==> src/hdl/txcon_pkg.sv <==
// Shared constants, payload types and controller/datapath interface types for the text console.
package txcon_pkg;

	localparam int COLUMNS = 80;
	localparam int ROWS    = 25;
	localparam int CELLS   = ROWS * COLUMNS;

	localparam int COL_W = $clog2(COLUMNS);
	localparam int ROW_W = $clog2(ROWS);
	localparam int POS_W = $clog2(CELLS);

	// Command codes
	localparam logic [1:0] CMD_PUT   = 2'd0;
	localparam logic [1:0] CMD_READ  = 2'd1;
	localparam logic [1:0] CMD_CLEAR = 2'd2;

	// Control characters
	localparam logic [7:0] CH_BS    = 8'h08;
	localparam logic [7:0] CH_LF    = 8'h0A;
	localparam logic [7:0] CH_CR    = 8'h0D;
	localparam logic [7:0] CH_SPACE = 8'h20;

	localparam logic [7:0]  COLOR_RESET = 8'h07;
	localparam logic [15:0] CELL_RESET  = 16'h0720;

	typedef struct packed {
		logic [1:0]  cmd;
		logic [7:0]  char_code;
		logic [10:0] cell_addr;
	} in_item_t;

	typedef struct packed {
		logic [10:0] cursor_idx;
		logic [15:0] cell_data;
		logic        scrolled;
	} out_item_t;

	// Controller to datapath commands
	typedef struct packed {
		logic latch;     // capture the input item
		logic put;       // apply a put to the cursor and store
		logic ptr_zero;  // restart the sweep pointer
		logic copy;      // scroll copy step
		logic fill;      // blank fill step with current color
		logic init;      // reset fill step
		logic home;      // cursor to origin
		logic load_res;  // load the output register
	} dp_cmd_t;

	// Datapath to controller status
	typedef struct packed {
		logic [1:0] cmd;
		logic       scroll;
		logic       copy_end;
		logic       ptr_last;
		logic       res_free;
	} dp_stat_t;

endpackage

==> src/hdl/txcon_ctrl.sv <==
// Sequencing state machine for the text console.
module txcon_ctrl import txcon_pkg::*; (
	input  logic     clk,
	input  logic     arst_n,
	input  logic     in_valid,
	output logic     in_stall,
	input  dp_stat_t stat,
	output dp_cmd_t  cmd
);

	typedef enum logic [2:0] {
		S_INIT,
		S_IDLE,
		S_EXEC,
		S_COPY,
		S_FILL,
		S_DONE
	} state_t;

	state_t state_q;
	state_t state_d;

	always_comb begin
		state_d  = state_q;
		cmd      = '0;
		in_stall = 1'b1;
		unique case (state_q)
			S_INIT: begin
				cmd.init = 1'b1;
				if (stat.ptr_last) begin
					state_d = S_IDLE;
				end
			end
			S_IDLE: begin
				in_stall = 1'b0;
				if (in_valid) begin
					cmd.latch = 1'b1;
					state_d   = S_EXEC;
				end
			end
			S_EXEC: begin
				cmd.ptr_zero = 1'b1;
				case (stat.cmd)
					CMD_PUT: begin
						cmd.put = 1'b1;
						state_d = stat.scroll ? S_COPY : S_DONE;
					end
					CMD_CLEAR: begin
						cmd.home = 1'b1;
						state_d  = S_FILL;
					end
					default: begin
						state_d = S_DONE;
					end
				endcase
			end
			S_COPY: begin
				cmd.copy = 1'b1;
				if (stat.copy_end) begin
					state_d = S_FILL;
				end
			end
			S_FILL: begin
				cmd.fill = 1'b1;
				if (stat.ptr_last) begin
					state_d = S_DONE;
				end
			end
			S_DONE: begin
				if (stat.res_free) begin
					cmd.load_res = 1'b1;
					state_d      = S_IDLE;
				end
			end
			default: begin
				state_d = S_IDLE;
			end
		endcase
	end

	always_ff @(posedge clk or negedge arst_n) begin
		if (!arst_n) begin
			state_q <= S_INIT;
		end else begin
			state_q <= state_d;
		end
	end

endmodule

==> config.mk <==
export PLATFORM = sky130hd
export DESIGN_NAME = txcon_ctrl
export DESIGN_NICKNAME = d
export VERILOG_FILES = /design/src/hdl/txcon_pkg.sv /design/src/hdl/txcon_ctrl.sv
export SDC_FILE = /design/constraint.sdc
export NUM_CORES = 1
export LEC_CHECK = 0
export ABC_AREA = 1
export BUFFER_PORTS_ARGS = -buffer_cell sky130_fd_sc_hd__buf_2
export CAP_MARGIN = 20
export CORE_AREA = 2 2 39 41
export CTS_CLUSTER_SIZE = 12
export DETAILED_ROUTE_END_ITERATION = 12
export DIE_AREA = 0 0 41 43
export MAX_ROUTING_LAYER = met4
export PLACE_DENSITY = 0.55
export SLEW_MARGIN = 30
export SYNTH_ARGS = -nofsm -noshare
export SYNTH_HDL_FRONTEND = slang
export SYNTH_SLANG_ARGS = --single-unit
==> constraint.sdc <==
create_clock -name clk -period 1.8 [get_ports clk]
set_input_delay 0.36 -clock clk [delete_from_list [all_inputs] [get_ports clk]]
set_output_delay 0.36 -clock clk [all_outputs]
set_load 0.02 [all_outputs]
* Word level (Yosys, flattened, before mapping)
Cells that the tools add are included.
** Storage, ports and cells
- Register bits after elaboration :: 3
- Input bits :: 9
- Output and inout port bits :: 9
- Logic and storage cells :: 35
** Operators by class
- Eq/ne operators :: 11
- Mux-type cells :: 20
- Reductions and logical operators :: 3
** Operators with widths (number)
- $mux 3 :: 6
- $pmux 3 s6 :: 1
- $mux 1 :: 11
- $ne 2x2->1 const B :: 5
- $eq 3x2->1 const B :: 2
- $eq 3x3->1 const B :: 2
- $pmux 3 s2 :: 1
- $reduce_and 5->1 :: 1
- $eq 3x1->1 const B :: 1
- $logic_not 3->1 :: 1
- $eq 2x2->1 const B :: 1
- $logic_not 2->1 :: 1
- $mux 2 :: 1

* Longest topological paths before layout
Gate-level depths: netlist (run 1).
- Word-level depth :: 3
- Gate-level depth with buffers :: 8

* Least setup slack after synthesis (run 1)
OpenSTA, ideal clock, no wires.
- Path type :: register -> output
- From :: reg state_q[2]
- To :: out cmd[1] in the netlist's numbering
- Arrival :: 1.178 ns
- Path slack :: 0.262 ns
- Stages on the path, launching flop included :: 5
- Buffers on the path :: 1
- Path through :: dfrtp_1 > buf_6 > nor2_2 > nand2_1 > nor3_1
** RTL lines
- start: declaration :: line txcon_ctrl.sv:20 : state_t state_q;
- start signal: assignment :: line txcon_ctrl.sv:85 : state_q <= state_d;
- end: declaration :: line txcon_ctrl.sv:8 : output dp_cmd_t cmd

==> flow_summary_export.csv, run 1 <==
group,metric,value,unit
status,status,"finished, final reports clean",
clock_tree,cts_buffers,3,
final_layout,largest_reg_flops,3,
floorplanning,start_util,23.7,%
worst_setup_path,worst-path-buf-inv,2,
logic_synthesis,syn_area_per_cell,5.65,µm²
sta,fin_skew,0.000649,ns
worst_setup_path,crit_required,1.44,ns
worst_setup_path,regToRegEndpoint,"state_q[0]",
clock_tree,cts_tree,"built",
sta,post-route-period-util,91.0,%
final_layout,antennaDiodeCount,0,
logic_synthesis,synth_top_family_by_area,"simple AND/OR/NAND/NOR gates",
route,wl,824,µm
logic_synthesis,synthAdderAreaFrac,0,%
hold_path,hp-class,"input port to register",
power,power.total,728,µW
floorplanning,rows,14,
final_layout,mostFrequentLayoutCell,"buf_2",
worst_setup_path,rrSetupSlack,0.62,ns
worst_setup_path,path_cells,"inv_1 > nor2_4 > nand2_1 > nor3_1 > buf_2",
worst_setup_path,critPathMaxFanout,5,
logic_synthesis,seq_area_frac_synth,22.9,%
clock_tree,cts_sinks,3,
logic_synthesis,syn-cell-area,328,µm²
global_route,grt_max_degree,9,
route,wl_met2,411,µm
global_route,antenna_found_initial,0,
global_route,grtUsageTotal,12.3,%
floorplanning,top_level_ports,18,
final_layout,top_register,"state_q",
place,io_buffers,17,
power,power_leakage,0.292,nW
power,ir_worst_vdd,0.421,mV
sta,rsz0062_at_grt,"false",
sta,setup_viol,0,
logic_synthesis,synthTopCellsByArea,"dfrtp_1, nand2_1, nor2_1",
worst_setup_path,critPathTopFamily,"flip-flops",
route,vias,402,
final_layout,final_layout_size_suffix_gt1_share,36.7,%
place,place_area,422,µm²
logic_synthesis,syn-num-nets,67,
floorplanning,fp.dieArea,1760,µm²
place,hpwlAfterDp,686,µm
logic_synthesis,yosys.area_share.simple,56.5,%
clock_tree,htree_num_levels,1,
worst_setup_path,path_class,"register to output pin",
route,vias_per_cell,4.23,
worst_setup_path,reg2reg_depth,7,
clock_tree,clock_path_buffers,2,
clock_tree,cts.clk_slew.worst_paths,0.04,ns
route,post_drt_wl_per_cell,8.67,µm
hold_path,holdCritStartpoint,"stat[2]",
flow_run,maxCapViolCount,0,
floorplanning,chipHeight,43,µm
logic_synthesis,yosysWarnings,0,
floorplanning,die_w,41,µm
sta,hold_violations,0,
sta,fin_setup_tns,0,ns
logic_synthesis,synthDistinctLibCells,15,
final_layout,final_cell_mix,"buf_2, nand2_1, nor2_1",
final_layout,syn2layout_area_growth,41.6,%
floorplanning,core_area,1380,µm²
sta,relSlewSlack,83.1,%
logic_synthesis,synth_mux_area_share,0,%
global_route,grt_pass1_wl,1.34,mm
worst_setup_path,critPathArrivalTime,1.28,ns
place,finalWeightedCongestion,0.785,
route,ant_nets,0,
hold_path,whs_path_depth,4,
final_layout,top_regs,"state_q x3",
sta,min_period,1.64,ns
worst_setup_path,slowest_stage,"dfrtp_1",
route,drc_errors,0,
logic_synthesis,synth_cells,58,
hold_path,holdPathEnd,"state_q[1]",
clock_tree,root_buffer,"clkbuf_4",
logic_synthesis,synth-seq-cells,3,
route,highest_layer,"met3",
power,p_per_area,1570,nW/µm²
logic_synthesis,synth_compound_area_share,4.58,%
sta,worst_pin_slew,0.254,ns
clock_tree,insertion_delay,0.23,ns
worst_setup_path,crit_path_end_kind,"output pin",
route,drt_iter0_drc,2,
global_route,overflow,0,
worst_setup_path,crit_path_max_incr_delay,0.37,ns
logic_synthesis,yosys.area_share.xor_xnor,0,%
route,dr.pass1.iters,4,
route,wl_met1,367,µm
sta,fmax,611,MHz
final_layout,final_area,464,µm²
worst_setup_path,reg2reg_from,"state_q[1]",
logic_synthesis,yosysTopAreaCellShare,22.9,%
worst_setup_path,startpoint_type,"register",
route,wl_met3,46,µm
global_route,grt_pass1_vias,346,
final_layout,final_nets,89,
sta,maxSlewViolCount,0,
final_layout,final_util,33.5,%
logic_synthesis,synth_top_area_cell,"dfrtp_1",
## synthesized netlist by cell type
master,n
a21oi_1,2
buf_6,1
dfrtp_1,3
inv_1,10
inv_2,1
nand2_1,15
nand2_2,2
nand3_1,2
nand3_2,1
nand4_1,1
nor2_1,12
nor2_2,3
nor2_4,1
nor3_1,3
o21ai_1,1
## how the worst max path moves through the flow
| stage | to | slack (ns) | from | cells past startpoint |
|---|---|---|---|---|
| floorplan | cmd[1] | 0.26 | state_q[2] | 4 |
| global placement | cmd[1] | 0.37 | state_q[2] | 4 |
| detailed placement | cmd[6] | 0.36 | state_q[2] | 4 |
| CTS | cmd[6] | 0.1 | state_q[2] | 4 |
| global route | cmd[1] | 0.02 | state_q[1] | 5 |
| finish | cmd[1] | 0.16 | state_q[1] | 5 |
## worst register-to-register path, delay by kind of cell (launching register included)
family / cells / cell delay, ns
buf+inv: 1 / 0.19
flops: 1 / 0.39
simple gates: 6 / 0.54
## repair_timing
item | 4_1_cts | 5_1_grt
setup endpoints to repair | 0 | 2
hold endpoints to repair | 3 | 0
hold buffers | 1 | 0
buffers inserted | 0 | 0
resized for setup | 0 | 2
## cell type report
cell class / count / area, µm²
Clock buffer: 4 / 26.3
Tap cell: 16 / 20.0
Sequential cell: 3 / 76.3
Multi-Input combinational cell: 43 / 205
Timing Repair Buffer: 18 / 95.1
Fill cell: 160 / 920
Inverter: 11 / 41.3
## per-layer routing
metal	global-route usage [%]	vias to the layer above
li1	-	218
met1	12.3	172
met2	17.8	12
met3	4.71	0
met4	10.0	0
met5	-	-
## cell families (layout without fill, tap and decap cells)
kind of cell | Yosys count | count (layout)
AOI/OAI and AO/OA | 3 | 3
buffers and inverters | 12 | 33
and+or+nand+nor | 40 | 40
DFF | 3 | 3
## where the power goes
part / switching [mW] / total (mW) / leakage [nW] / internal, mW
Clock: 0.0356 / 0.119 / 0.0150 / 0.0831
Combinational: 0.292 / 0.445 / 0.240 / 0.153
Sequential: 0.0628 / 0.164 / 0.0362 / 0.101
Total: 0.391 / 0.728 / 0.292 / 0.337
## through the flow
step | worst slack [ns] | cells | hold WS, ns
6_report | 0.163 | 95 | 0.415
5_1_grt | 0.0222 | 95 | 0.419
4_1_cts | 0.0964 | 95 | 0.410
3_5_place_dp | 0.359 | 90 | 0.161
3_3_place_gp | 0.373 | 90 | 0.159
2_1_floorplan | 0.262 | 58 | 0.0644
Power figures use the tool's default switching activity.
==> run 2: changes to the inputs <==
CELL_PAD_IN_SITES_DETAIL_PLACEMENT = 1   (was unset)
CELL_PAD_IN_SITES_GLOBAL_PLACEMENT = 1   (was unset)
PLACE_DENSITY = 0.77   (was 0.55)
SLEW_MARGIN = unset   (was 30)
==> run 2 against run 1 <==
Net effect:
- final cell count increased by 1.1%
- wire length increased by 16%
- first-iteration DRC count increased to 2.5 times the previous value
- via count increased by 2.5%
- sequential share of layout area decreased by 0.088 points
- highest routed layer unchanged
==> flow_summary_export.csv, run 2 (synthesized netlist as in run 1, its figures left out) <==
group,metric,value,unit
worst_setup_path,critPathArrivalTime,1.32,ns
worst_setup_path,critPathMaxFanout,5,
clock_tree,root_buffer,"clkbuf_4",
final_layout,final_nets,90,
global_route,grt_max_degree,9,
sta,min_period,1.68,ns
clock_tree,htree_num_levels,1,
sta,post-route-period-util,93.4,%
flow_run,maxCapViolCount,0,
hold_path,whs_path_depth,4,
floorplanning,die_w,41,µm
worst_setup_path,slowest_stage,"dfrtp_1",
global_route,antenna_found_initial,0,
final_layout,final_cells,96,
global_route,grt_pass1_vias,397,
worst_setup_path,crit_required,1.44,ns
floorplanning,fp.dieArea,1760,µm²
worst_setup_path,critPathTopFamily,"simple AND/OR/NAND/NOR gates",
final_layout,final.fill_count,208,
sta,fmax,595,MHz
floorplanning,chipHeight,43,µm
final_layout,antennaDiodeCount,0,
clock_tree,cts_tree,"built",
final_layout,top_register,"state_q",
worst_setup_path,worst-path-buf-inv,2,
route,vias_per_cell,4.29,
place,hpwlAfterDp,819,µm
power,ir_worst_vdd,0.439,mV
sta,setup_viol,0,
power,internal_power,344,µW
place,finalWeightedCongestion,0.735,
worst_setup_path,reg2reg_depth,7,
sta,maxSlewViolCount,0,
power,combinationalPowerShare,62.4,%
clock_tree,clock_path_buffers,2,
route,vias,412,
worst_setup_path,startpoint_type,"register",
power,pwr-share-clk,15.5,%
sta,fin_skew,0.00451,ns
final_layout,final_cell_mix,"buf_2, nand2_1, nor2_1",
place,io_buffers,17,
final_layout,mostFrequentLayoutCell,"buf_2",
power,p_sw_share,53.4,%
global_route,grtUsageTotal,13.7,%
final_layout,top_regs,"state_q x3",
sta,rsz0062_at_grt,"false",
power,p_sw,394,µW
sta,hold_violations,0,
power,power_leakage,0.295,nW
sta,relSlewSlack,82.6,%
worst_setup_path,rrSetupSlack,0.64,ns
worst_setup_path,path_class,"register to output pin",
final_layout,final_layout_size_suffix_gt1_share,38.8,%
hold_path,hp-class,"input port to register",
worst_setup_path,path_cells,"inv_2 > nor2_2 > nand2_1 > nor3_1 > buf_2",
worst_setup_path,crit_path_max_incr_delay,0.39,ns
route,drt_iter0_drc,5,
clock_tree,insertion_delay,0.23,ns
route,ant_nets,0,
clock_tree,cts_sinks,3,
place,dp.cells,90,
clock_tree,cts.clk_slew.worst_paths,0.04,ns
final_layout,multi_input_area,200,µm²
route,drc_errors,0,
global_route,grt_pass1_wl,1.57,mm
route,post_drt_wl_per_cell,9.98,µm
power,pwr-share-seq,22.1,%
route,dr.pass1.iters,3,
sta,fin_setup_tns,0,ns
final_layout,largest_reg_flops,3,
global_route,overflow,0,
clock_tree,cts_buffers,3,
floorplanning,rows,14,
route,wl,958,µm
worst_setup_path,path_depth,5,
floorplanning,start_util,23.7,%
sta,worst_pin_slew,0.261,ns
floorplanning,top_level_ports,18,
worst_setup_path,crit_path_end_kind,"output pin",
final_layout,seqCellArea,76.3,µm²
power,p_per_area,1580,nW/µm²
final_layout,syn2layout_area_growth,42.4,%
status,status,"finished, final reports clean",
floorplanning,core_area,1380,µm²
==> run 2: cell types whose count changed in the layout (fill, tap and decap cells not counted) <==
cell / change
nor2_4: -1
inv_1: -1
buf_4: +1
nor2_2: +1
inv_2: +1
==> run 2: stage by stage <==
stage / setup WS (ns) / hold WS, ns / total power [mW] / utilization (%) / cell area (µm²)
6_report: 0.119 / 0.416 / 0.738 / 33.7 / 467
5_1_grt: 0.00561 / 0.437 / 0.827 / 33.7 / 467
4_1_cts: 0.0678 / 0.417 / 0.735 / 33.1 / 458
3_5_place_dp: 0.325 / 0.162 / 0.612 / 30.5 / 422
3_3_place_gp: 0.376 / 0.158 / 0.597 / 30.5 / 422
2_1_floorplan: 0.262 / 0.0644 / 0.497 / - / 328
==> run 2: timing repair <==
| item | 4_1_cts | 5_1_grt |
|---|---|---|
| gates resized for setup | 0 | 2 |
| endpoints found under the hold margin | 3 | 0 |
| buffers inserted | 0 | 1 |
| hold buffers | 1 | 0 |
| endpoints found under the setup margin | 0 | 2 |
==> run 2: routing by layer <==
| layer | vias to the layer above | GRT usage, % | part of all wire [%] |
|---|---|---|---|
| met5 | - | - | 0 |
| met4 | 0 | 8.00 | 0 |
| met3 | 0 | 1.57 | 4.8 |
| met2 | 11 | 21.6 | 52 |
| met1 | 181 | 15.9 | 43 |
| li1 | 220 | - | - |
==> run 2: path summary, 6_finish.rpt <==
kind | start | endpoint
worst max-delay path | state_q[1] | cmd[1]
worst min-delay path | stat[2] | state_q[1]
worst max register to register | state_q[0] | state_q[0]
worst min register to register | state_q[0] | state_q[0]
max in group asynchronous | arst_n | state_q[2]
min in group asynchronous | arst_n | state_q[1]
==> run 2: worst register-to-register path, stage by stage, from the launching register on <==
cell,delay [ns]
dfrtp_1,0.48
inv_1,0.10
nor2_1,0.14
nand3_1,0.09
nand2_1,0.09
nor2_2,0.05
nand2_1,0.05
nand2_1,0.05
==> run 2: power by group through the flow <==
stage | registers [mW] | clock network [mW] | logic (mW)
2_1_floorplan | 0.129 | 0 | 0.368
3_3_place_gp | 0.159 | 0 | 0.438
3_5_place_dp | 0.161 | 0 | 0.451
4_1_cts | 0.161 | 0.119 | 0.456
5_1_grt | 0.172 | 0.130 | 0.525
6_report | 0.163 | 0.115 | 0.461
==> run 2: layout make-up <==
type / instances / share of cell area (%)
Tap cell: 16 / 4.29
Clock buffer: 4 / 5.63
Multi-Input combinational cell: 43 / 42.9
Timing Repair Buffer: 19 / 22.0
Sequential cell: 3 / 16.4
Inverter: 11 / 8.85
